<file path="config.mk">
export PLATFORM = sky130hd
export DESIGN_NAME = lcd_nibble_write_queue
export DESIGN_NICKNAME = d
export VERILOG_FILES = /design/src/rtl/lnwq_pkg.sv /design/src/rtl/lnwq_cell.sv /design/src/rtl/lnwq_seq.sv /design/src/rtl/lcd_nibble_write_queue.sv
export SDC_FILE = /design/constraint.sdc
export NUM_CORES = 1
export LEC_CHECK = 0
export BUFFER_PORTS_ARGS = -buffer_cell sky130_fd_sc_hd__buf_2
export CAP_MARGIN = 20
export CORE_MARGIN = 2
export CORE_UTILIZATION = 41
export DETAILED_ROUTE_END_ITERATION = 7
export GPL_ROUTABILITY_DRIVEN = 1
export GPL_TIMING_DRIVEN = 1
export PLACE_DENSITY_LB_ADDON = 0.12
export SYNTH_ARGS = -nofsm -noshare
export SYNTH_HDL_FRONTEND = slang
export SYNTH_HIERARCHICAL = 1
export SYNTH_SLANG_ARGS = --single-unit
</file>
<file path="constraint.sdc">
create_clock -name aclk -period 3.21 [get_ports aclk]
set_input_delay 0.1605 -clock aclk [delete_from_list [all_inputs] [get_ports aclk]]
set_output_delay 0.1605 -clock aclk [all_outputs]
set_load 0.01 [all_outputs]
</file>
<file path="src/rtl/lnwq_pkg.sv">
// ============================================================================
// lnwq_pkg: shared types and constants for the LCD nibble write queue
// Queue sizing, field widths, the codes carried in tuser, and the helper that
// builds each port word.
// ============================================================================
package lnwq_pkg;

    localparam int QUEUE_DEPTH = 32;
    localparam int FILL_W      = $clog2(QUEUE_DEPTH + 1);
    localparam int WORD_W      = 7;
    localparam int BYTE_W      = 8;
    localparam int OUT_BITS    = WORD_W + 2 + FILL_W;
    localparam int M_TDATA_W   = ((OUT_BITS + 7) / 8) * 8;
    localparam int STEP_W      = 3;

    localparam logic OP_ENQ = 1'b0;
    localparam logic OP_DEQ = 1'b1;

    localparam logic [STEP_W-1:0] FIRST_STEP = 3'd0;
    localparam logic [STEP_W-1:0] LAST_STEP  = 3'd6;

    localparam logic [WORD_W-1:0] EN_BIT = 7'h40;

    // per-cell control
    typedef struct packed {
        logic push;
        logic pop;
    } lnwq_cell_ctl_t;

    // work handed to the output sequencer
    typedef struct packed {
        logic              valid;
        logic              is_byte;
        logic              dropped;
        logic [FILL_W-1:0] fill;
        logic [BYTE_W-1:0] data;
    } lnwq_job_t;

    // Port word for one step of a byte transfer: high nibble strobed, low
    // nibble strobed, then zero. RS is set for character data (bit 7 clear).
    function automatic logic [WORD_W-1:0] lnwq_word(input logic [BYTE_W-1:0] b,
                                                   input logic [STEP_W-1:0] step);
        logic [WORD_W-1:0] hi;
        logic [WORD_W-1:0] lo;
        logic [WORD_W-1:0] w;
        hi = {2'b00, ~b[7], b[7:4]};
        lo = {2'b00, ~b[7], b[3:0]};
        unique case (step) inside
            3'd0, 3'd2: w = hi;
            3'd1:       w = hi | EN_BIT;
            3'd3, 3'd5: w = lo;
            3'd4:       w = lo | EN_BIT;
            default:    w = '0;
        endcase
        return w;
    endfunction

endpackage

</file>
<file path="src/rtl/lnwq_cell.sv">
// ============================================================================
// lnwq_cell: one byte slot of the shifting queue
// Loads a new byte when selected for a push, takes its upstream neighbor's
// byte when the queue pops.
// ============================================================================
module lnwq_cell (
    input  logic                   aclk,
    input  lnwq_pkg::lnwq_cell_ctl_t ctl,
    input  logic [7:0]             load_byte,
    input  logic [7:0]             shift_byte,
    output logic [7:0]             cell_byte
);
    import lnwq_pkg::*;

    logic [BYTE_W-1:0] byte_reg;
    logic [BYTE_W-1:0] byte_next;

    always_comb begin
        byte_next = byte_reg;
        if (ctl.pop) begin
            byte_next = shift_byte;
        end else if (ctl.push) begin
            byte_next = load_byte;
        end
    end

    always_ff @(posedge aclk) begin
        byte_reg <= byte_next;
    end

    assign cell_byte = byte_reg;

endmodule

</file>
<file path="src/rtl/lnwq_seq.sv">
// ============================================================================
// lnwq_seq: output sequencer
// Holds the result register and steps through the seven port words of a
// popped byte, one per transfer.
// ============================================================================
module lnwq_seq (
    input  logic                          aclk,
    input  logic                          aresetn,
    input  lnwq_pkg::lnwq_job_t           job,
    output logic                          job_ready,
    output logic                          out_valid,
    input  logic                          out_ready,
    output logic [lnwq_pkg::WORD_W-1:0]   out_word,
    output logic                          out_write,
    output logic                          out_drop,
    output logic [lnwq_pkg::FILL_W-1:0]   out_fill,
    output logic                          out_last
);
    import lnwq_pkg::*;

    logic              valid_reg,  valid_next;
    logic [WORD_W-1:0] word_reg,   word_next;
    logic              write_reg,  write_next;
    logic              drop_reg,   drop_next;
    logic [FILL_W-1:0] fill_reg,   fill_next;
    logic              last_reg,   last_next;
    logic [STEP_W-1:0] step_reg,   step_next;
    logic [BYTE_W-1:0] byte_reg,   byte_next;
    logic              take;

    assign take      = valid_reg && out_ready;
    assign job_ready = !valid_reg || (out_ready && last_reg);

    always_comb begin
        valid_next = valid_reg;
        word_next  = word_reg;
        write_next = write_reg;
        drop_next  = drop_reg;
        fill_next  = fill_reg;
        last_next  = last_reg;
        step_next  = step_reg;
        byte_next  = byte_reg;
        if (job.valid) begin
            valid_next = 1'b1;
            fill_next  = job.fill;
            drop_next  = job.dropped;
            byte_next  = job.data;
            step_next  = FIRST_STEP;
            if (job.is_byte) begin
                word_next  = lnwq_word(job.data, FIRST_STEP);
                write_next = 1'b1;
                last_next  = 1'b0;
            end else begin
                word_next  = '0;
                write_next = 1'b0;
                last_next  = 1'b1;
            end
        end else if (take) begin
            if (last_reg) begin
                valid_next = 1'b0;
            end else begin
                step_next = step_reg + 1'b1;
                word_next = lnwq_word(byte_reg, step_next);
                last_next = (step_next == LAST_STEP);
            end
        end
    end

    always_ff @(posedge aclk) begin
        if (!aresetn) begin
            valid_reg <= 1'b0;
            last_reg  <= 1'b0;
        end else begin
            valid_reg <= valid_next;
            last_reg  <= last_next;
        end
    end

    always_ff @(posedge aclk) begin
        word_reg  <= word_next;
        write_reg <= write_next;
        drop_reg  <= drop_next;
        fill_reg  <= fill_next;
        step_reg  <= step_next;
        byte_reg  <= byte_next;
    end

    assign out_valid = valid_reg;
    assign out_word  = word_reg;
    assign out_write = write_reg;
    assign out_drop  = drop_reg;
    assign out_fill  = fill_reg;
    assign out_last  = last_reg;

endmodule

</file>
<file path="src/rtl/lcd_nibble_write_queue.sv">
// ============================================================================
// lcd_nibble_write_queue: byte queue feeding a 4-bit character-LCD port
// Output: the first result of an item is registered in the output register in the
//   cycle after its transfer is accepted.
// Throughput: enqueue and idle dequeue give one result; a dequeue gives seven,
//   one per cycle while m_tready is high (counted by the output sequencer's
//   step counter). The next item is accepted in the cycle the previous item's
//   last result is taken.
// Reset: aresetn low for one clock empties the queue and drops any pending
//   result; the byte cells keep stale data, which is never read.
// ============================================================================
module lcd_nibble_write_queue (
    input  logic                             aclk,
    input  logic                             aresetn,
    // input channel
    input  logic                             s_tvalid,
    output logic                             s_tready,
    input  logic [7:0]                       s_tdata,  // [7:0] data_byte
    input  logic                             s_tuser,  // [0] opcode
    // result channel
    output logic                             m_tvalid,
    input  logic                             m_tready,
    // [6:0] port_word, [7] port_write, [8] dropped, [FILL_W+8:9] fill_level
    output logic [lnwq_pkg::M_TDATA_W-1:0]   m_tdata,
    output logic                             m_tlast   // last
);
    import lnwq_pkg::*;

    logic [FILL_W-1:0] count_reg, count_next;
    logic              accept;
    logic              full, empty;
    logic              push, pop, drop;
    lnwq_job_t         job;

    logic [BYTE_W-1:0] cell_data [QUEUE_DEPTH];

    logic [WORD_W-1:0] out_word;
    logic              out_write;
    logic              out_drop;
    logic [FILL_W-1:0] out_fill;

    // ---- input handshake and queue bookkeeping ----
    assign accept = s_tvalid && s_tready;
    assign full   = (count_reg == FILL_W'(QUEUE_DEPTH));
    assign empty  = (count_reg == '0);
    assign push   = accept && (s_tuser == OP_ENQ) && !full;
    assign pop    = accept && (s_tuser == OP_DEQ) && !empty;
    assign drop   = accept && (s_tuser == OP_ENQ) && full;

    always_comb begin
        count_next = count_reg;
        if (push) begin
            count_next = count_reg + 1'b1;
        end else if (pop) begin
            count_next = count_reg - 1'b1;
        end
    end

    always_ff @(posedge aclk) begin
        if (!aresetn) begin
            count_reg <= '0;
        end else begin
            count_reg <= count_next;
        end
    end

    // ---- cell chain: cell 0 is the head, a pop shifts everything down ----
    // A push lands in the cell just past the last held byte.
    for (genvar i = 0; i < QUEUE_DEPTH; i++) begin : g_cell
        lnwq_cell_ctl_t ctl;
        logic [BYTE_W-1:0] upstream;

        assign ctl.push = push && (count_reg == FILL_W'(i));
        assign ctl.pop  = pop;

        if (i == QUEUE_DEPTH - 1) begin : g_tail
            assign upstream = cell_data[i];
        end else begin : g_mid
            assign upstream = cell_data[i+1];
        end

        lnwq_cell u_cell (
            .aclk       (aclk),
            .ctl        (ctl),
            .load_byte  (s_tdata),
            .shift_byte (upstream),
            .cell_byte  (cell_data[i])
        );
    end

    // ---- hand the item to the output sequencer ----
    // Idle dequeue and enqueue results both come out as a single word of zero.
    assign job.valid   = accept;
    assign job.is_byte = pop;
    assign job.dropped = drop;
    assign job.fill    = count_next;
    assign job.data    = cell_data[0];

    lnwq_seq u_seq (
        .aclk      (aclk),
        .aresetn   (aresetn),
        .job       (job),
        .job_ready (s_tready),
        .out_valid (m_tvalid),
        .out_ready (m_tready),
        .out_word  (out_word),
        .out_write (out_write),
        .out_drop  (out_drop),
        .out_fill  (out_fill),
        .out_last  (m_tlast)
    );

    assign m_tdata = M_TDATA_W'({out_fill, out_drop, out_write, out_word});

    // ---- checks ----
    a_count_bound: assert property (@(posedge aclk) disable iff (!aresetn)
        count_reg <= FILL_W'(QUEUE_DEPTH))
        else $error("queue count above depth");

    a_no_accept_mid_burst: assert property (@(posedge aclk) disable iff (!aresetn)
        (m_tvalid && !m_tlast) |-> !s_tready)
        else $error("input accepted during a port word burst");

    a_pop_count: assert property (@(posedge aclk) disable iff (!aresetn)
        pop |=> (count_reg == $past(count_reg) - 1'b1))
        else $error("pop did not lower count");

    a_burst_continues: assert property (@(posedge aclk) disable iff (!aresetn)
        (m_tvalid && m_tready && !m_tlast) |=> (m_tvalid && out_write))
        else $error("port word burst broke off");

    a_drop_only_full: assert property (@(posedge aclk) disable iff (!aresetn)
        (m_tvalid && out_drop) |-> (out_fill == FILL_W'(QUEUE_DEPTH)))
        else $error("drop flagged with queue not full");

endmodule

</file>
# Word level (Yosys, flattened, before mapping)
# Cells that the tools add are included.
# totals
ff_bits	290
in_bits	13
output_inout_bits	19
wordCells	250
# op_classes
n_addsub	3
n_eq_ne	39
mux	77
n_bitwise	5
n_reduce_logical	85
# ops
cell	n
two-way mux 8 bit	62
equality test 6 x 5 -> 1 bit, second input constant	16
nonzero test 2 bit	33
equality test 6 x 4 -> 1 bit, second input constant	8
logical AND 1 bit	40
one-hot mux 7 bit (4 select lines)	1
equality test 6 x 3 -> 1 bit, second input constant	4
two-way mux 7 bit	3
equality test 6 x 2 -> 1 bit, second input constant	2
two-way mux 6 bit	2
equality test 3 bit, second input constant	3
two-way mux 1 bit	8
AND reduction 2 bit	4
adder 6 x 1 -> 6 bit, second input constant	1
equality test 3 x 2 -> 1 bit, second input constant	2
equality test 6 x 1 -> 1 bit, second input constant	1
equality test 6 bit, second input constant	1
zero test 6 bit	1
subtractor 6 x 1 -> 6 bit, second input constant	1
two-way mux 5 bit	1
NOT 1 bit	5
OR reduction 2 bit	2
adder 3 x 1 -> 3 bit, second input constant	1
equality test 3 x 1 -> 1 bit, second input constant	1
4 further kinds	6

# Logic depth before layout (Yosys ltp)
# Gate-level depths: netlist of the first run.
# logic_depth
ltp_word	8
mapped_depth	8
ltp_nobuf	7

# Hierarchy
# The synthesis of the first run kept the hierarchy.
# by_module_without_submodules
mod	n_inst	cells_per_inst	area_each_um2	seq_area_each_um2
lnwq_cell	32	18	377.9	240.2
lnwq_seq	1	77	1118.6	760.7
lcd_nibble_write_queue	1	128	853.3	120.1

# Least setup slack after synthesis of the first run
# Ideal clock, no wire load.
# synth_path
kind	reg2reg
start	register u_seq.last_reg (netlist: u_seq/out_last)
end	register g_cell[31].u_cell.byte_reg[0] (enable)
setup_ns	0.330
arrival_ns	2.998
required_time_ns	2.880
path_slack_ns	-0.117
path_stages_with_launch	7
n_path_buf	1
synth_period_minus_slack_ns	3.327
path_cell_list	dfxtp_1 -> nand2_1 -> nand2_1 -> nand3_1 -> a31oi_2 -> buf_6 -> or2_1
# synth_rtl
item	line	text
start: declaration	lnwq_seq.sv:26	logic last_reg, last_next;
start signal: assignment	lnwq_seq.sv:75	last_reg <= last_next;
end signal: assignment	lnwq_cell.sv:28	byte_reg <= byte_next;
end: declaration	lnwq_cell.sv:15	logic [BYTE_W-1:0] byte_reg;

==> metrics.csv, run 1 <==
stage,metric,value,unit
drt,drt_iter0_drc,391,
synth,async_flop_share,0,
synth,synth_compound_area_frac,0.01788,
synth,syn-num-nets,804,
clock_network,htreeDepth,2,
sta,fin_ws,0.3447,ns
finish,largest_reg_flops,256,
global_route,grt_overflow,0,
min_path,hp-start,aresetn,
drt,vias,6490,
clock_network,cts_tree,done,
global_route,grt_max_degree,58,
synth,ys.flop_type,edfxtp_1,
floorplanning,core,0.03362,mm²
synth,synth-edff-count,278,
sta,worst_slew_pin_slew,0.8841,ns
finish,antenna_cells,0,
setup_path,endpoint_kind,flip-flop,
drt,avgRoutedWirePerCell,19.62,µm
floorplanning,row_count,67,
clock_network,root_buffer,clkbuf_16,
synth,synth_area_leader_cell,edfxtp_1,
clock_network,clk_pin_slew,0.06,ns
synth,muxShareOfSynthArea,0.2776,
clock_network,cts_num_sinks,289,
drt,dr.pass1.iters,4,
global_route,grt_pass1_vias,6947,
finish,ff_latch_area,0.008568,mm²
synth,yosysMostFrequentCell,edfxtp_1,
setup_path,cp-startpoint,count_reg[0],
setup_path,start_kind,flip-flop,
run_status,status,completed,
finish,layout-drive-gt1-share,0.4197,
finish,fillCellCount,2870,
sta,grt_setup_unrepaired,false,
place,place_hpwl,15.09,mm
sta,finalSetupViolCount,0,
sta,fin_crit,2.865,ns
power_and_ir_drop,p_per_area,653.7,mW/mm²
place,port_buffers,29,
setup_path,r2r_start,count_reg[0],
setup_path,crit_fanout,8,
min_path,min_delay_path_depth,3,
synth,yosys.area_share.simple,0.04644,
drt,drcViolationCount,0,
synth,synth_area_per_cell,18.01,µm²
clock_network,cts_buffers,34,
floorplanning,dieArea,0.03580,mm²
synth,synth_adder_area_share,0.008897,
place,routabilityCongestion,0.7684,
synth,ys_ff_latch,289,
sta,relSlewSlack,0.4106,
synth,synth_top_family_by_area,multiplexers,
floorplanning,dieHeight,189.2,µm
clock_network,clk_latency,0.50,ns
floorplanning,die-width,189.2,µm
synth,synthXorXnorAreaFrac,0.006673,
global_route,antenna_found_initial,0,
global_route,grt_pass1_wl,39.92,mm
drt,viasPerCell,5.035,
synth,seq_area_frac_synth,0.6093,
run,maxCapViolCount,0,
power_and_ir_drop,p_leak,0.005738,µW
drt,antenna_left,0,
setup_path,crit_type,flip-flop to flip-flop,
synth,synth_area_leaders,"edfxtp_1 (59%), mux2_4 (27%), buf_6 (2.7%), dfxtp_1 (1.6%), or2_1 (1.4%)",
sta,fmax,0.3490,GHz
power_and_ir_drop,ir_drop,317.5,µV
clock_network,clock_path_buffers,3,
synth,netlist_instances,781,
sta,fin_crit_sh,0.8926,
sta,timing.final.hold_violations,0,
synth,yosysWarningCount,6,
finish,synthToLayoutAreaGrowth,10.77,%
place,dp_slack,0.3423,ns
drt,routed_wl,25.29,mm
sta,skew,0.01236,ns
setup_path,critPathArrivalTime,3.03,ns
global_route,grt_usage,0.1427,
min_path,worst_hold_path_type,primary input to flip-flop,
floorplanning,num_io_pins,32,
finish,multiInputGateArea,0.005044,mm²
synth,netlist.area_leader.share,0.5936,
finish,nets,841,
clock_network,post_cts_buffers,0,
synth,synth_area,0.01406,mm²
floorplanning,initial_core_util,0.4184,
sta,fin_tns_setup,0,ns
synth,synth_common_cells,"edfxtp_1 (278), mux2_4 (256), nor2_1 (38)",
setup_path,required,3.37,ns
clock_network,cts-resized-gates,0,
setup_path,reg2regPathDepth,7,
sta,drv_slew,0,
synth,yosysUniqueCellTypes,48,
[worst paths after layout]
kind	to	slack, ns
min	count_reg[0]	0.04
max reg2reg	g_cell[14].u_cell/cell_byte[3]	0.34
min reg2reg	u_seq/byte_reg[3]	0.42
max	g_cell[14].u_cell/cell_byte[3]	0.34
[cells in the final DEF (no fill, tap or decap), drive strengths merged, types with 3 or more instances in the layout]
cell | Yosys | final
dfxtp | 11 | 11
xor2 | 3 | 3
nor2 | 39 | 39
nand2 | 32 | 32
mux2i | 6 | 6
nand4b | 3 | 3
inv | 8 | 8
buf | 40 | 41
o21ai | 8 | 8
a32oi | 5 | 5
ha | 10 | 10
nor3 | 8 | 8
a21oi | 3 | 3
clkinv | 0 | 9
nand2b | 4 | 4
mux2 | 256 | 256
clkbuf | 2 | 48
or2 | 32 | 32
nand3 | 3 | 3
edfxtp | 278 | 278
xnor2 | 6 | 6
[cell type report]
cell class | count | share of cell area
clock buffer | 48 | 0.06208
timing repair buffer | 43 | 0.02120
inverter | 8 | 0.001928
sequential | 289 | 0.5500
multi-input combinational | 442 | 0.3237
tap | 448 | 0.03598
clock inverter | 11 | 0.005060
[power breakdown]
part | leakage [µW] | internal (µW) | switching, µW
clock | 0.000511 | 2180 | 1440
sequential | 0.00264 | 4690 | 150
combinational | 0.00259 | 894 | 836
[metrics by stage]
| stage | power, µW | hold slack (ns) | utilization | area [µm²] | instances |
|---|---|---|---|---|---|
| 2_1_floorplan | 6326 | 0.2766 | - | 14070 | 781 |
| 3_3_place_gp | 6619 | 0.4106 | 0.4317 | 14510 | 1228 |
| 3_5_place_dp | 6664 | 0.4079 | 0.4317 | 14510 | 1228 |
| 4_1_cts | 10320 | 0.02732 | 0.4634 | 15580 | 1289 |
| 5_1_grt | 10620 | 0.04529 | 0.4634 | 15580 | 1289 |
| 6_report | 10180 | 0.04083 | 0.4634 | 15580 | 1289 |
[worst max-delay path: stages, from the launching register on]
cell and delay, ns:
dfxtp_1 0.49, inv_1 0.15, ha_1 0.32, nor4b_4 0.19
a211oi_4 0.39, nand2_1 0.43, nor3_1 0.24, or2_1 0.32
[repair_timing]
| action | CTS | global route |
|---|---|---|
| setup endpoints to repair | 0 | 0 |
| endpoints found under the hold margin | 1 | 0 |
| hold buffers | 2 | 0 |
[logic make-up (layout without fill, tap and decap cells)]
family,after synthesis,count (layout)
simple gates,130,130
fa+ha+maj,10,10
mux,262,262
other cells,2,2
flops,289,289
buf+inv,50,110
compound gates,29,29
xor+xnor,9,9
[metal layers]
| layer | vias to the layer above | track usage | part of all wire |
|---|---|---|---|
| met2 | 124 | 0.2323 | 0.47 |
| li1 | 3029 | - | - |
| met5 | - | 0 | 0 |
| met1 | 3295 | 0.1981 | 0.47 |
| met3 | 42 | 0.02465 | 0.041 |
| met4 | 0 | 0.03696 | 0.019 |
Note: power is estimated with default switching activity, not from simulation.
==> run 2: changes to the inputs <==
--- a/config.mk
+++ b/config.mk
@@ -7,8 +7,10 @@
 export LEC_CHECK = 0
 export BUFFER_PORTS_ARGS = -buffer_cell sky130_fd_sc_hd__buf_2
 export CAP_MARGIN = 20
+export CORE_ASPECT_RATIO = 0.5
 export CORE_MARGIN = 2
-export CORE_UTILIZATION = 41
+export CORE_UTILIZATION = 57
+export CTS_CLUSTER_DIAMETER = 100
 export DETAILED_ROUTE_END_ITERATION = 7
 export GPL_ROUTABILITY_DRIVEN = 1
 export GPL_TIMING_DRIVEN = 1
==> metrics.csv, run 2 (same netlist as run 1, synthesis figures left out) <==
stage,metric,value,unit,change
run_status,status,completed,,
sta,fin_tns_setup,0,ns,unchanged
global_route,grt_pass1_wl,36.69,mm,-8.1%
clock_network,post_cts_buffers,0,,unchanged
floorplanning,num_io_pins,32,,unchanged
run,maxCapViolCount,0,,unchanged
global_route,grt_max_degree,57,,-1.7%
drt,viasPerCell,5.557,,+10%
finish,synthToLayoutAreaGrowth,8.923,%,
sta,relSlewSlack,0.4019,,-0.008721
clock_network,root_buffer,clkbuf_16,,
power_and_ir_drop,pwr-share-comb,0.179,,+0.009
drt,routed_wl,23.90,mm,-5.5%
floorplanning,initial_core_util,0.5830,,+0.1646
power_and_ir_drop,p_per_area,637.2,mW/mm²,-2.5%
drt,drt_iter0_drc,560,,+43%
sta,fin_crit,2.895,ns,+0.02935 ns
global_route,grt_usage,0.1878,,+0.04507
floorplanning,die-width,226.1,µm,+20%
global_route,met1_usage,0.2816,,+0.08349
clock_network,cts_tree,done,,
sta,skew,0.01344,ns,+0.001074 ns
clock_network,clk_pin_slew,0.07,ns,about the same
setup_path,crit_buf_inv,1,,unchanged
sta,fin_crit_sh,0.9018,,+0.009144
place,dp_slack,0.3561,ns,+0.01375 ns
floorplanning,dieHeight,115.1,µm,-39%
sta,finalSetupViolCount,0,,unchanged
setup_path,critPathMaxStageDelay,0.48,ns,about the same
setup_path,crit_fanout,8,,unchanged
drt,antenna_left,0,,unchanged
setup_path,endpoint_kind,flip-flop,,
power_and_ir_drop,pwr-share-clk,0.326,,-0.029
finish,layout-drive-gt1-share,0.4202,,+0.0004297
sta,worst_slew_pin_slew,0.8972,ns,+0.01308 ns
finish,final_cell_mix,"edfxtp_1 (278), mux2_4 (256), nor2_1 (38)",,
clock_network,ctsHoldBuffers,3,,+1
global_route,grt_pass1_vias,6408,,-7.8%
global_route,grtUsageMet2,0.2864,,+0.05404
clock_network,htreeDepth,1,,-1
power_and_ir_drop,p_sw_frac,0.2373,,-0.0006722
place,place_hpwl,14.44,mm,-4.2%
floorplanning,row_count,40,,-40%
min_path,min_delay_path_depth,4,,+1
global_route,antenna_found_initial,1,,+1
setup_path,cpLargestDelayFamily,simple AND/OR/NAND/NOR gates,,
setup_path,crit_cells,7,,unchanged
place,routabilityCongestion,0.8032,,+4.5%
floorplanning,core,0.02412,mm²,-28%
setup_path,crit_type,flip-flop to flip-flop,,
sta,fin_ws,0.3153,ns,-0.02935 ns
drt,drcViolationCount,0,,unchanged
power_and_ir_drop,ir_drop,431.8,µV,+36%
sta,timing.final.hold_violations,0,,unchanged
setup_path,crit_path_top_delay_cell,dfxtp_1,,
sta,grt_setup_unrepaired,false,,
finish,largest_reg_flops,256,,unchanged
sta,drv_slew,0,,unchanged
place,port_buffers,29,,unchanged
clock_network,cts-resized-gates,0,,unchanged
global_route,met3_usage,0.04012,,+0.01547
clock_network,clk_latency,0.54,ns,+0.04 ns
power_and_ir_drop,seqPwrFrac,0.495,,+0.020
min_path,worst_hold_path_type,primary input to flip-flop,,
place,dp_cells,1121,,-8.7%
drt,vias,6496,,+0.092%
drt,avgRoutedWirePerCell,20.45,µm,+4.2%
finish,antenna_cells,0,,unchanged
power_and_ir_drop,switching_power,2316,µW,-4.4%
setup_path,reg2regPathDepth,7,,unchanged
finish,mostFrequentLayoutCell,edfxtp_1,,
setup_path,critPathArrivalTime,3.09,ns,+0.06 ns
finish,nets,839,,-0.24%
clock_network,cts_buffers,26,,-24%
power_and_ir_drop,power,9761,µW,-4.2%
sta,fmax,0.3455,GHz,-1.0%
finish,fin_cells,1169,,-9.3%
global_route,grt_overflow,0,,unchanged
drt,dr.pass1.iters,4,,unchanged
setup_path,crit_chain,inv_1 -> ha_1 -> nor4b_4 -> a211oi_4 -> nand2_1 -> nor2_1 -> or2_1,,
power_and_ir_drop,p_leak,0.005669,µW,-1.2%
clock_network,clock_path_buffers,3,,unchanged
power_and_ir_drop,internal-power,7445,µW,-4.1%
setup_path,required,3.40,ns,+0.03 ns
floorplanning,dieArea,0.02602,mm²,-27%
clock_network,cts_num_sinks,289,,unchanged
setup_path,start_kind,flip-flop,,
global_route,gr-max-usage-layer,met2,,
[run 2: worst register-to-register path, stage by stage, from the launching register on]
cell,delay (ns)
dfxtp_1,0.48
inv_1,0.15
ha_1,0.33
nor4b_4,0.20
a211oi_4,0.40
nand2_1,0.43
nor2_1,0.22
or2_1,0.34
[run 2: worst paths after layout]
| check | start | endpoint | slack [ns] |
|---|---|---|---|
| max | count_reg[0] | g_cell[22].u_cell/cell_byte[0] | 0.32 |
| min | s_tuser | count_reg[2] | 0.14 |
| max reg2reg | count_reg[0] | g_cell[22].u_cell/cell_byte[0] | 0.32 |
| min reg2reg | g_cell[0].u_cell/cell_byte[0] | u_seq/byte_reg[0] | 0.42 |
[run 2: cell type report]
cell class | instances | area (µm²)
fill | 1710 | 8805
tap | 336 | 420.4
timing repair buffer | 49 | 390.4
clock inverter | 15 | 178.9
multi-input combinational | 442 | 5044
inverter | 8 | 30.03
clock buffer | 30 | 686.9
sequential | 289 | 8568
[run 2: metal layers]
layer,share of wire,wire length (µm)
met1,0.50,11890
met2,0.44,10490
met3,0.050,1193
met4,0.014,334
met5,0,0
[run 2: metrics by stage]
step                        util  area (µm²)  hold WS, ns
after floorplan                -       14070       0.2766
after global placement    0.5979       14420       0.4064
after detailed placement  0.5979       14420       0.4059
after CTS                 0.6350       15320       0.1153
after global routing      0.6350       15320       0.1509
final                     0.6350       15320       0.1358
[run 2: power by group through the flow]
stage          Sequential [µW]  Combinational (µW)  Clock, µW
3_3_place_gp              4900                1710          0
4_1_cts                   4840                1750       3250
6_report                  4830                1750       3180
3_5_place_dp              4910                1740          0
2_1_floorplan             4860                1470          0
5_1_grt                   4870                1870       3400
